### src/hdl/bezier_point_and_tangent_eval_unit_defines.svh
// ----------------------------------------------------------------------------
// bezier point and tangent evaluator assertion macros
// concurrent assertion wrappers, empty for synthesis
// ----------------------------------------------------------------------------
`ifndef BEZIER_POINT_AND_TANGENT_EVAL_UNIT_DEFINES_SVH
`define BEZIER_POINT_AND_TANGENT_EVAL_UNIT_DEFINES_SVH

`ifndef SYNTHESIS
// property checked out of reset
`define BPTE_ASSERT(lbl, prop) \
    lbl: assert property (@(posedge aclk) disable iff (!aresetn) prop) \
        else $error("bpte assertion failed");
// property checked during reset as well
`define BPTE_ASSERT_ALWAYS(lbl, prop) \
    lbl: assert property (@(posedge aclk) prop) \
        else $error("bpte assertion failed");
`else
`define BPTE_ASSERT(lbl, prop)
`define BPTE_ASSERT_ALWAYS(lbl, prop)
`endif

`endif

### src/hdl/bpte_ram.sv
// ----------------------------------------------------------------------------
// bpte_ram
// one write port, two registered read ports
// ----------------------------------------------------------------------------
`timescale 1ns / 1ps
`default_nettype none

module bpte_ram #(
    parameter int DEPTH = 16,
    parameter int WIDTH = 64,
    parameter int AW    = $clog2(DEPTH)
) (
    input  wire logic             aclk,
    input  wire logic             we,
    input  wire logic [AW-1:0]    waddr,
    input  wire logic [WIDTH-1:0] wdata,
    input  wire logic             rd_en,
    input  wire logic [AW-1:0]    raddr_a,
    input  wire logic [AW-1:0]    raddr_b,
    output logic      [WIDTH-1:0] rdata_a,
    output logic      [WIDTH-1:0] rdata_b
);

    logic [WIDTH-1:0] mem [DEPTH];

    always_ff @(posedge aclk) begin
        if (we) begin
            mem[waddr] <= wdata;
        end
    end

    always_ff @(posedge aclk) begin
        if (rd_en) begin
            rdata_a <= mem[raddr_a];
            rdata_b <= mem[raddr_b];
        end
    end

endmodule

`default_nettype wire

### config.mk
export PLATFORM = sky130hd
export DESIGN_NAME = bpte_ram
export DESIGN_NICKNAME = d
export VERILOG_FILES = /design/src/hdl/bezier_point_and_tangent_eval_unit_defines.svh /design/src/hdl/bpte_ram.sv
export SDC_FILE = /design/constraint.sdc
export NUM_CORES = 1
export LEC_CHECK = 0
export BUFFER_PORTS_ARGS = -buffer_cell sky130_fd_sc_hd__buf_2
export CAP_MARGIN = 20
export CORE_MARGIN = 2
export CORE_UTILIZATION = 42
export DETAILED_ROUTE_END_ITERATION = 8
export HOLD_SLACK_MARGIN = 0.02
export MAX_ROUTING_LAYER = met4
export PLACE_DENSITY_LB_ADDON = 0.2
export RECOVER_POWER = 100
export SLEW_MARGIN = 20
export SYNTH_ARGS = -nofsm -noshare
export SYNTH_HDL_FRONTEND = slang
export SYNTH_SLANG_ARGS = --single-unit
### constraint.sdc
create_clock -name aclk -period 9.2 [get_ports aclk]
set_input_delay 1.84 -clock aclk [delete_from_list [all_inputs] [get_ports aclk]]
set_output_delay 1.84 -clock aclk [all_outputs]
set_load 0.03 [all_outputs]
Yosys cells after proc, flatten, opt, wreduce, memory -nomap -nowiden
Memory sizes are Yosys's and may differ from the RTL's. A register that Yosys moved wholly into a read port is not among the register bits. Index checks and enable logic that the tools add are counted. Widths: inputs -> output; s select.

Register bits after elaboration: 0. Memories: 1. Bits in writable memories: 1024. Output and inout port bits: 128.

Multiplexer cells: 2.

Memory list: mem (words 16, bits a word 64, rd ports 2, clocked after memory_dff 2, wr ports 1, line bpte_ram.sv:24) `logic [WIDTH-1:0] mem [DEPTH];`.

Operator list (count): $mux 1 (2).

Depth between registers and ports, before layout
Word-level depth: 2. Mapped depth: 6. Depth with buffers taken out: 3.

Least setup slack after synthesis
OpenSTA, ideal clock, no wires.

Path kind: input -> register. Start: input waddr[2]. End: memory mem[0][0] (enable). Slack: 1931 ps. Required time: 8635 ps. Data arrival time: 6703 ps. Buffers on the path: 0. Setup time: 565 ps. Cell stages on the path: 2. Cell sequence: or3b_2 nor3_1.

RTL lines: start: declaration (line bpte_ram.sv:15) `input wire logic [AW-1:0] waddr,`; end: declaration (line bpte_ram.sv:24).

No word-level cell before the write port.

==> results.txt <==
----------------------------------------------------
[Clocking]
  Cells resized by post-CTS repair ... 0
  Number of buffers added by the clock tree synthesis step ... 116
  Maximum root-to-sink buffer count ... 3
  Post-CTS setup buffer count ... 0
  Hold buffers post-CTS ... 0
  Clock transition at the registers of the reported paths ... 0.06 ns
  H-tree level count ... 3
  CTS tree ... done
  Clk root buf ... clkbuf_16
  Worst-skew pair later-pin latency ... 0.70 ns
  Sinks on Clock Net ... 1152

[Timing]
  Worst slew pin tran ... 4.72 ns
  Worst slew margin relative to its limit ... -215%
  Final count of negative-setup-slack endpoints ... 0
  Part of the cycle the worst path needs ... 68.5%
  Fmax ... 159 MHz
  Final worst clock skew ... 0.0247 ns
  Unrepaired setup endpoints after global routing ... false
  Setup TNS after final layout ... 0 ns
  Final worst hold slack ... 0.767 ns
  Post-route minimum period ... 6.30 ns
  Number of endpoints with negative hold slack in the final report ... 0
  Final count of pins violating max slew ... 880

[Setup path]
  Crit path required time ... 9.73 ns
  Class of the most critical setup path ... in2reg
  Arrival time of data at the critical path endpoint ... 6.83 ns
  CP endpoint kind ... register
  Startpoint types ... primary input
  Crit Path Max Fanout ... 144

[Floorplan]
  Cell Rows ... 126
  Initial core utilization ... 42.2%
  Die height ... 348 µm
  Number of top-level pins ... 207
  Total core area ... 0.118 mm²
  Area enclosed by the die boundary ... 0.121 mm²
  Width of the die ... 348 µm

[Drt]
  Routed vias/inst ... 6.34
  Overall via count from detail_route ... 26.0k
  Final WL ... 135 mm
  Number of remaining DRC errors ... 0
  Average detailed-routed wire length per instance ... 33.0 µm
  Detailed router's first-iteration violation count ... 2802
  Number of search-and-repair iterations in the first detailed-routing pass ... 7
  Number of antenna-violating nets in the routed design ... 0

[Power]
  Power density cells ... 210 mW/mm²
  Fraction of power consumed by the clock network ... 40.7%
  Switching part of the total ... 22.5%
  Fraction of power consumed by combinational cells ... 7.9%
  Worst vdd ir ... 0.000146 V
  Net switching power figure ... 2.64 mW
  Internal power ... 9.07 mW
  Leak Pwr ... 17.3 nW
  Sequential Power Share ... 51.4%

[Placement]
  Final HPWL DP ... 67.6 mm
  Area post-placement ... 0.0523 mm²
  Count of placed standard cells including taps ... 3876
  Final RePlAce weighted congestion ... 0.746
  Count of port buffers added during placement ... 206

[Status]
  Failing checks ... capacitance limit, slew limit
  Result of the run ... finished, violations left

[Cells and area]
  Synth-to-Final Area Change ... 12.6%
  Number of non-filler instances in the completed layout ... 4100
  Nets@finish ... 2538
  Most frequent cells in the layout ... edfxtp_1, mux4_2, a22oi_1
  Ratio of cells with drive above 1 in the final layout ... 29.2%
  Design Area, Final ... 0.0558 mm²
  Commonest non-fill, non-tap cell in the layout ... edfxtp_1
  Finished Core Util ... 47.5%

[Yosys]
  Area of the mapped netlist ... 0.0496 mm²
  Number of nets in the synthesized netlist ... 2326
  Post-Syn Area per Cell ... 22.1 µm²
  Flop and latch count out of synthesis ... 1152
  Distinct cell type count of the synthesized netlist ... 17
  Gate Count Post-Synth ... 2247
  Fraction of the yosys area taken by sequential cells ... 69.8%
  Warnings from Yosys ... 0

[Hold path]
  Worst Hold Class ... reg2reg

[Global route]
  Via count of the first global-routing pass ... 27.9k
  Wire length of the first global-routing pass ... 195 mm
  Global-route total usage across every layer ... 23.3%
  Remaining global-route overflow ... 0
  Largest net degree at the start of global routing ... 145
  Number of antenna violations at the first check in global routing ... 13

[Job]
  Max-Cap Viols ... 24

----------------------------------------------------
[metrics by stage]
step | power, mW | worst slack (ns)
final | 11.7 | 2.90
after global routing | 12.1 | 2.71
after CTS | 11.8 | 5.23
after floorplan | 6.70 | 1.93
after global placement | 7.03 | 4.51
after detailed placement | 7.06 | 4.50
[cell type report]
class,instances,area (µm²)
sequential,1152,34600
antenna,10,25.0
fill,9613,61800
clock inverter,73,753
multi-input combinational,927,14200
tap,1536,1920
timing repair buffer,262,1240
clock buffer,140,3080
[cells in the mapped netlist]
cell type  number  area share [%]
nand3b_1        2           0.030
or3b_2          1           0.018
mux4_2        512              23
a22oi_1       256             3.9
nand2_1       129            0.98
clkbuf_1       83            0.63
buf_4          11            0.17
nand2b_1        2           0.025
nor3_1          4           0.040
edfxtp_1     1152              70
buf_1          16            0.12
buf_2          32            0.32
nor2_1         14            0.11
buf_6          26            0.59
and2_1          2           0.025
nor2b_1         4           0.050
nand3_1         1           0.010
[worst max-delay path: stages]
cell and delay [ns]:
buf_8 0.35, clkbuf_2 3.22, mux4_2 0.80, a22oi_1 0.15
nand2_1 0.30
[registers in the layout, summed over array words and instances (netlist names)]
register and count:
rdata_b 64, mem 1024, rdata_a 64
[layer usage]
metal  vias up  track usage, %  wire, µm
li1      10374               -         -
met1     14108            31.4     54200
met2      1281            36.9     66500
met3       222            3.92     11600
met4         0            6.32      3060
met5         -               -         0
[cell families (layout without fill, tap and decap cells)]
group	count (synthesis)	in the layout	share of synthesized area, %
compound gates	256	256	3.88
flops	1152	1152	69.8
simple gates	159	159	1.28
buf+inv	168	475	1.83
other cells	0	10	0
mux	512	512	23.3
[power groups by stage]
stage | clock (mW) | sequential, mW | combinational [mW]
after global placement | 0 | 6.11 | 0.922
after global routing | 5.07 | 6.03 | 0.986
after CTS | 4.87 | 6.01 | 0.937
after floorplan | 0 | 6.20 | 0.507
after detailed placement | 0 | 6.12 | 0.935
final | 4.77 | 6.02 | 0.926
[path summary, 6_finish.rpt]
path | startpoint | to | slack, ns | cells past startpoint
max | raddr_b[1] | rdata_b[21] | 2.90 | 5
min reg2reg | mem[4][48] | rdata_b[48] | 0.77 | 3
max reg2reg | mem[11][21] | rdata_b[21] | 7.53 | 3
min | mem[4][48] | rdata_b[48] | 0.77 | 3
(Power assumes the default switching activity.)
