==> src/hdl/bezier_point_and_tangent_eval_unit_defines.svh <==
// ----------------------------------------------------------------------------
// bezier point and tangent evaluator assertion macros
// concurrent assertion wrappers, empty for synthesis
// ----------------------------------------------------------------------------
`ifndef BEZIER_POINT_AND_TANGENT_EVAL_UNIT_DEFINES_SVH
`define BEZIER_POINT_AND_TANGENT_EVAL_UNIT_DEFINES_SVH

`ifndef SYNTHESIS
// property checked out of reset
`define BPTE_ASSERT(lbl, prop) \
    lbl: assert property (@(posedge aclk) disable iff (!aresetn) prop) \
        else $error("bpte assertion failed");
// property checked during reset as well
`define BPTE_ASSERT_ALWAYS(lbl, prop) \
    lbl: assert property (@(posedge aclk) prop) \
        else $error("bpte assertion failed");
`else
`define BPTE_ASSERT(lbl, prop)
`define BPTE_ASSERT_ALWAYS(lbl, prop)
`endif

`endif

==> src/hdl/bpte_pkg.sv <==
// ----------------------------------------------------------------------------
// bpte_pkg
// shared widths and types of the bezier evaluator
// ----------------------------------------------------------------------------
`timescale 1ns / 1ps
`default_nettype none

package bpte_pkg;

    localparam int MAX_POINTS = 16;
    localparam int IDX_W      = $clog2(MAX_POINTS);
    localparam int COORD_W    = 32;
    localparam int FRAC_BITS  = 16;
    localparam int T_W        = 18;
    localparam int TU_W       = FRAC_BITS + 1;
    localparam int CNT_W      = 5;
    localparam int OUT_W      = 48;
    localparam int DIFF_W     = COORD_W + 1;
    localparam int PROD_W     = DIFF_W + TU_W + 1;
    localparam int SHIFT_W    = PROD_W - FRAC_BITS;
    localparam int DERIV_W    = DIFF_W + IDX_W + 1;
    localparam int PAIR_W     = 2 * COORD_W;

    // operation codes of an input transaction
    localparam logic OP_LOAD = 1'b0;
    localparam logic OP_EVAL = 1'b1;

    // per-step control carried down the interpolation pipeline
    typedef struct packed {
        logic [IDX_W-1:0] idx;
        logic             src_ctrl;
        logic             last;
        logic             deriv;
    } pipe_ctrl_t;

endpackage

`default_nettype wire

==> src/hdl/bpte_lerp.sv <==
// ----------------------------------------------------------------------------
// bpte_lerp
// fixed point interpolation a + round((b - a) * t), both lanes
// ----------------------------------------------------------------------------
`timescale 1ns / 1ps
`default_nettype none

module bpte_lerp (
    input  wire logic                              aclk,
    input  wire logic                              aresetn,
    input  wire logic                              start,
    input  wire logic [bpte_pkg::IDX_W-1:0]        degree,
    input  wire logic [bpte_pkg::TU_W-1:0]         t,
    input  wire logic                              in_valid,
    input  wire bpte_pkg::pipe_ctrl_t              in_ctrl,
    input  wire logic signed [bpte_pkg::COORD_W-1:0] ax,
    input  wire logic signed [bpte_pkg::COORD_W-1:0] bx,
    input  wire logic signed [bpte_pkg::COORD_W-1:0] ay,
    input  wire logic signed [bpte_pkg::COORD_W-1:0] by,
    output logic                                   busy,
    output logic                                   out_valid,
    output bpte_pkg::pipe_ctrl_t                   out_ctrl,
    output logic signed [bpte_pkg::COORD_W-1:0]    res_x,
    output logic signed [bpte_pkg::COORD_W-1:0]    res_y,
    output logic signed [bpte_pkg::DERIV_W-1:0]    deriv_x,
    output logic signed [bpte_pkg::DERIV_W-1:0]    deriv_y
);

    localparam logic signed [bpte_pkg::PROD_W-1:0] ROUND_HALF =
        bpte_pkg::PROD_W'(1) <<< (bpte_pkg::FRAC_BITS - 1);

    logic                                  v2_reg;
    bpte_pkg::pipe_ctrl_t                  p2_reg;
    logic signed [bpte_pkg::DIFF_W-1:0]    dx2_reg, dy2_reg;
    logic signed [bpte_pkg::COORD_W-1:0]   ax2_reg, ay2_reg;
    logic                                  v3_reg;
    bpte_pkg::pipe_ctrl_t                  p3_reg;
    logic signed [bpte_pkg::PROD_W-1:0]    px3_reg, py3_reg;
    logic signed [bpte_pkg::COORD_W-1:0]   ax3_reg, ay3_reg;
    logic signed [bpte_pkg::DERIV_W-1:0]   dvx_reg, dvy_reg;
    logic signed [bpte_pkg::TU_W:0]        t_s;
    logic signed [bpte_pkg::IDX_W:0]       n_s;
    logic signed [bpte_pkg::SHIFT_W-1:0]   sx, sy;
    logic signed [bpte_pkg::SHIFT_W-1:0]   sum_x, sum_y;

    function automatic logic signed [bpte_pkg::DIFF_W-1:0] DIFF_W_SUB(
        input logic signed [bpte_pkg::COORD_W-1:0] b,
        input logic signed [bpte_pkg::COORD_W-1:0] a
    );
        DIFF_W_SUB = bpte_pkg::DIFF_W'(b) - bpte_pkg::DIFF_W'(a);
    endfunction

    assign t_s = $signed({1'b0, t});
    assign n_s = $signed({1'b0, degree});

    always_ff @(posedge aclk) begin
        if (!aresetn) begin
            v2_reg <= 1'b0;
            v3_reg <= 1'b0;
        end else begin
            v2_reg <= in_valid;
            v3_reg <= v2_reg;
        end
    end

    // difference stage
    always_ff @(posedge aclk) begin
        p2_reg  <= in_ctrl;
        dx2_reg <= DIFF_W_SUB(bx, ax);
        dy2_reg <= DIFF_W_SUB(by, ay);
        ax2_reg <= ax;
        ay2_reg <= ay;
    end

    // product stage, rounding offset folded in
    always_ff @(posedge aclk) begin
        p3_reg  <= p2_reg;
        px3_reg <= bpte_pkg::PROD_W'(dx2_reg * t_s) + ROUND_HALF;
        py3_reg <= bpte_pkg::PROD_W'(dy2_reg * t_s) + ROUND_HALF;
        ax3_reg <= ax2_reg;
        ay3_reg <= ay2_reg;
    end

    // derivative n * (b1 - b0) from the next to last level
    always_ff @(posedge aclk) begin
        if (start) begin
            dvx_reg <= '0;
            dvy_reg <= '0;
        end else if (v2_reg && p2_reg.deriv) begin
            dvx_reg <= bpte_pkg::DERIV_W'(dx2_reg * n_s);
            dvy_reg <= bpte_pkg::DERIV_W'(dy2_reg * n_s);
        end
    end

    assign sx    = bpte_pkg::SHIFT_W'(px3_reg >>> bpte_pkg::FRAC_BITS);
    assign sy    = bpte_pkg::SHIFT_W'(py3_reg >>> bpte_pkg::FRAC_BITS);
    assign sum_x = bpte_pkg::SHIFT_W'(ax3_reg) + sx;
    assign sum_y = bpte_pkg::SHIFT_W'(ay3_reg) + sy;

    assign res_x     = sum_x[bpte_pkg::COORD_W-1:0];
    assign res_y     = sum_y[bpte_pkg::COORD_W-1:0];
    assign out_valid = v3_reg;
    assign out_ctrl  = p3_reg;
    assign busy      = v2_reg | v3_reg;
    assign deriv_x   = dvx_reg;
    assign deriv_y   = dvy_reg;

endmodule

`default_nettype wire

==> config.mk <==
export PLATFORM = sky130hd
export DESIGN_NAME = bpte_lerp
export DESIGN_NICKNAME = d
export VERILOG_FILES = /design/src/hdl/bezier_point_and_tangent_eval_unit_defines.svh /design/src/hdl/bpte_pkg.sv /design/src/hdl/bpte_lerp.sv
export SDC_FILE = /design/constraint.sdc
export NUM_CORES = 2
export LEC_CHECK = 0
export BUFFER_PORTS_ARGS = -buffer_cell sky130_fd_sc_hd__buf_4
export CORE_MARGIN = 2
export CORE_UTILIZATION = 70
export DETAILED_ROUTE_END_ITERATION = 8
export HOLD_SLACK_MARGIN = 0.06
export MAX_ROUTING_LAYER = met4
export PLACE_DENSITY = 0.86
export SLEW_MARGIN = 20
export SYNTH_ARGS = -nofsm -noshare
export SYNTH_HDL_FRONTEND = slang
export SYNTH_SLANG_ARGS = --single-unit
==> constraint.sdc <==
create_clock -name aclk -period 13.75 [get_ports aclk]
set_input_delay 0.6875 -clock aclk [delete_from_list [all_inputs] [get_ports aclk]]
set_output_delay 0.6875 -clock aclk [all_outputs]
set_load 0.03 [all_outputs]
==> Word-level counts from Yosys, hierarchy flattened <==
Cells that the tools add are included.
Widths: inputs -> output; s select.
{ "word_totals": {"regBits": 382, "word_cells": 32, "output_inout_bits": 149, "in_bits": 160} }
{ "op_classes": {"multipliers": 4, "n_bitwise": 1, "reduce_logical": 1, "n_addsub": 6} }
{ "ops": {"columns": ["op", "n"], "rows": [
  ["$add 48x17->48 const B", 2],
  ["$mul 33x18->48", 2],
  ["$mul 33x5->38", 2],
  ["$sub 32x32->33", 2],
  ["$add 32x32->32", 2],
  ["$logic_and 1x1->1", 1],
  ["$or 1x1->1", 1]
]} }

==> Depth between registers and ports, before layout <==
{ "logic_depth": {"ltp_word": 2, "mapped_depth": 26, "ltp_nobuf": 24} }

==> Least setup slack after synthesis <==
No wires, ideal clock.
{ "synth_timing": {"path_kind": "input to register", "from": "input t[3] in the netlist's numbering", "to": "register px3_reg[47] in the netlist's numbering", "setup_ns": 0.072, "t_required_ns": 13.678, "setup_slack_ns": 7.106, "t_arrival_ns": 6.571, "path_buffers": 2, "stages": 22, "path_cell_list": "clkbuf_1 -> clkbuf_1 -> and2_1 -> fa_1 -> inv_1 -> fa_1 -> fa_1 -> inv_1 -> fa_1 -> fa_1 -> fa_1 -> ha_1 -> a2111oi_1 -> o21ai_1 -> a2111oi_2 -> a21oi_2 -> a211oi_2 -> a31oi_2 -> a2111oi_4 -> o31ai_1 -> a21oi_2 -> xnor2_1"} }
{ "synth_via": {"elab_chain_len": 2} }
{ "synth_rtl": {"columns": ["element", "line_no", "source"], "rows": [
  ["start, declared", "bpte_lerp.sv:13", "input wire logic [bpte_pkg::TU_W-1:0] t,"],
  ["$mul 33x18->48", "bpte_lerp.sv:78", "px3_reg <= bpte_pkg::PROD_W'(dx2_reg * t_s) + ROUND_HALF;"],
  ["$add 48x17->48", "bpte_lerp.sv:78", null],
  ["end signal, assigned", "bpte_lerp.sv:78", null],
  ["end, declared", "bpte_lerp.sv:38", "logic signed [bpte_pkg::PROD_W-1:0] px3_reg, py3_reg;"]
]} }
No other way between the ends.
A chain may end at the register's enable or synchronous reset.

==> Worst setup path after layout <==
{ "layout_timing": {"from": "register dx2_reg[7] in the netlist's numbering", "to": "register px3_reg[47] in the netlist's numbering"} }
{ "layout_via": {"elab_chain_len": 2} }
{ "layout_rtl": {"columns": ["element", "line_no", "source"], "rows": [
  ["start, declared", "bpte_lerp.sv:34", "logic signed [bpte_pkg::DIFF_W-1:0] dx2_reg, dy2_reg;"],
  ["start signal, assigned", "bpte_lerp.sv:69", "dx2_reg <= DIFF_W_SUB(bx, ax);"],
  ["$mul 33x18->48", "bpte_lerp.sv:78", null],
  ["$add 48x17->48", "bpte_lerp.sv:78", null]
]} }
No other way between the ends.

==> out/qor.txt <==
Worst hold path depth - 1
ANT nets after route - 0
CTS clk-pin slew, worst paths - 0.06 ns
Most common cell after layout, fill and taps aside - inv_1
Startpoint Class - flop
Layout fillers - 6053
WHS Endpoint - p2_reg[0]
Commonest cells after routing, fill and taps aside - inv_1 (1474), fa_1 (1168), and2_1 (952)
Final core utilization - 0.755
Reg2Reg Depth - 21
Synth Register Bits - 350
RSZ-0062 raised after global routing - no
Worst setup EP type - flop
Pins Over Slew Limit - 0
CTS buffer count - 40
# nets final - 8774
Final hold violations - 0
Reg-to-reg slack, setup - 6.31 ns
Worst path required time - 14.25 ns
Vias in the first global route - 50700
Initial DRT Pass Iterations - 5
Crit-path cells - nand2_1 -> fa_1 -> inv_1 -> fa_1 -> inv_1 -> fa_1 -> inv_1 -> fa_1 -> fa_1 -> fa_1 -> ha_1 -> a211oi_1 -> o21ai_1 -> a2111oi_2 -> a21oi_2 -> a211oi_2 -> a31oi_2 -> a2111oi_4 -> o31ai_1 -> a21oi_2 -> xnor2_1
Yosys cell types - 86
CP Max Fanout - 21
Die Ht - 300 um
Skew final - 0.0247 ns
Vias after detailed routing - 46600
GRT Resource Usage Total - 0.374
Setup violators final - 0
Asr flop ratio synth - 0
Area grow syn2layout - 6.86%
Slowest CP cell - dfxtp_1
Overflow after GRT - 0
Cell repeated most along the worst path - fa_1
Sequential Area - 7010 sq um
Worst r2r dst - px3_reg[47]
CTS Buffer Depth - 3
Syn nets - 8703
Crit Path Class - reg -> reg
Max cap viols - 0
Worst hold start - in_ctrl[0]
Post-CTS Setup Bufs - 0
Top FF cell, synth - dfxtp_1
# IOs - 309
Final HPWL DP - 119000 um
First-pass GRT wire length - 258000 um
Hold-fix buffers, CTS - 0
# rows - 108
Area of the multi-input gates - 47700 sq um
Dpl cell area - 64200 sq um
CTS root buf - clkbuf_16
Period Utilization, post-route - 0.541
Routed WL - 157000 um
Final min period - 7.44 ns
CTS tree - done
Gates resized, CTS repair - 0
Mapped Cells - 6815
Largest stage delay, worst path - 1.00 ns
H-tree depth - 2
Yosys warns - 0
Core area - 86900 sq um
Mapped Area - 61400 sq um
Total negative slack - 0 ns
Slew of the pin with the lowest slew margin - 1.18 ns
Initial antenna violation count - 3
Routed vias/inst - 5.77
Post-synth EDFFs - 0
Sink Count - 350
Avg Cell Area, Syn - 9.01 sq um
CP arrival - 7.94 ns
Drt drc - 0
Skew-Pair Late Insertion Delay - 0.60 ns
Drt wl/cell - 19.4 um
HP Class - in -> reg
Reg-to-Reg Start - dx2_reg[7]
Initial core utilization - 0.706
Die Width - 300 um
Layout cell share with drive strength beyond 1 - 0.0620
Total die area - 90100 sq um
Initial DRC Count - 3386
Status - completed
Sequential area share after synthesis - 0.114
Final Cell Area - 65600 sq um
Largest net degree at the start of global routing - 83
Max-Slew Margin vs Limit - 0.213
IO buf count - 308
RePlAce Congestion - 0.953
Max Clk Rate - 134 MHz
[synth_stat cells (30+ instances only)]
cell type,n,area (sq um)
inv_1,1474,5530
fa_1,1168,23400
and2_1,953,5960
nand2_1,641,2410
ha_1,560,7010
dfxtp_1,350,7010
clkbuf_1,297,1110
a21oi_1,249,1250
xnor2_1,188,1650
nor2_1,159,597
o21ai_0,96,480
a21o_1,94,706
xor2_1,69,604
o21a_1,51,383
nor3_1,44,220
nand3_1,43,215
a211oi_1,33,248
and3_1,30,188
[metrics by stage]
stage | cells | setup WS (ns) | hold slack (ns)
after CTS | 8070 | 6.38 | 0.163
after detailed placement | 7999 | 5.84 | 0.312
after floorplan | 6815 | 7.11 | 0.310
after global routing | 8072 | 6.12 | 0.170
final | 8074 | 6.31 | 0.185
after global placement | 7999 | 5.97 | 0.310
[worst max-delay path: cells and delay by family, from the launching register on]
family	cells	cell delay (ns)
flops	1	1.00
buf+inv	3	0.15
compound gates	9	2.43
fa+ha+maj	7	3.39
xor+xnor	1	0.15
simple gates	1	0.19
[metal layers]
metal	routed length, um	track usage	part of all wire	vias to the layer above
li1	-	-	-	20700
met1	58400	0.446	0.37	23300
met2	76800	0.620	0.49	2102
met3	13000	0.0647	0.083	558
met4	8680	0.176	0.055	0
met5	0	-	0	-
[logic make-up after synthesis]
logic type | share of synthesized area
AND/OR/NAND/NOR | 0.169
buffers and inverters | 0.109
adder cells (fa/ha/maj) | 0.495
AO/OA/AOI/OAI | 0.0756
flip-flops | 0.114
XOR/XNOR | 0.0367
multiplexers | 0.000652
[worst max path at each step]
| stage | from | endpoint | slack [ns] | cells after the start |
|---|---|---|---|---|
| 4_1_cts | dx2_reg[7] | px3_reg[47] | 6.38 | 21 |
| 3_5_place_dp | t[9] | px3_reg[47] | 5.84 | 23 |
| 3_3_place_gp | t[9] | px3_reg[47] | 5.97 | 23 |
| 2_1_floorplan | t[3] | px3_reg[47] | 7.11 | 22 |
| 5_1_grt | dx2_reg[7] | px3_reg[47] | 6.12 | 23 |
| 6_report | dx2_reg[7] | px3_reg[47] | 6.31 | 21 |
[cell type report]
type,instances,share of cell area
clock buffers,57,0.0179
repair buffers,337,0.0386
multi-input cells,4682,0.727
clock inverters,14,0.00317
well taps,1155,0.0220
inverters,1475,0.0844
flip-flops and latches,350,0.107
diodes,4,0.000153
Power is not shown: default switching activity piles up to over one toggle a cycle in this logic, so the estimate is an artifact.
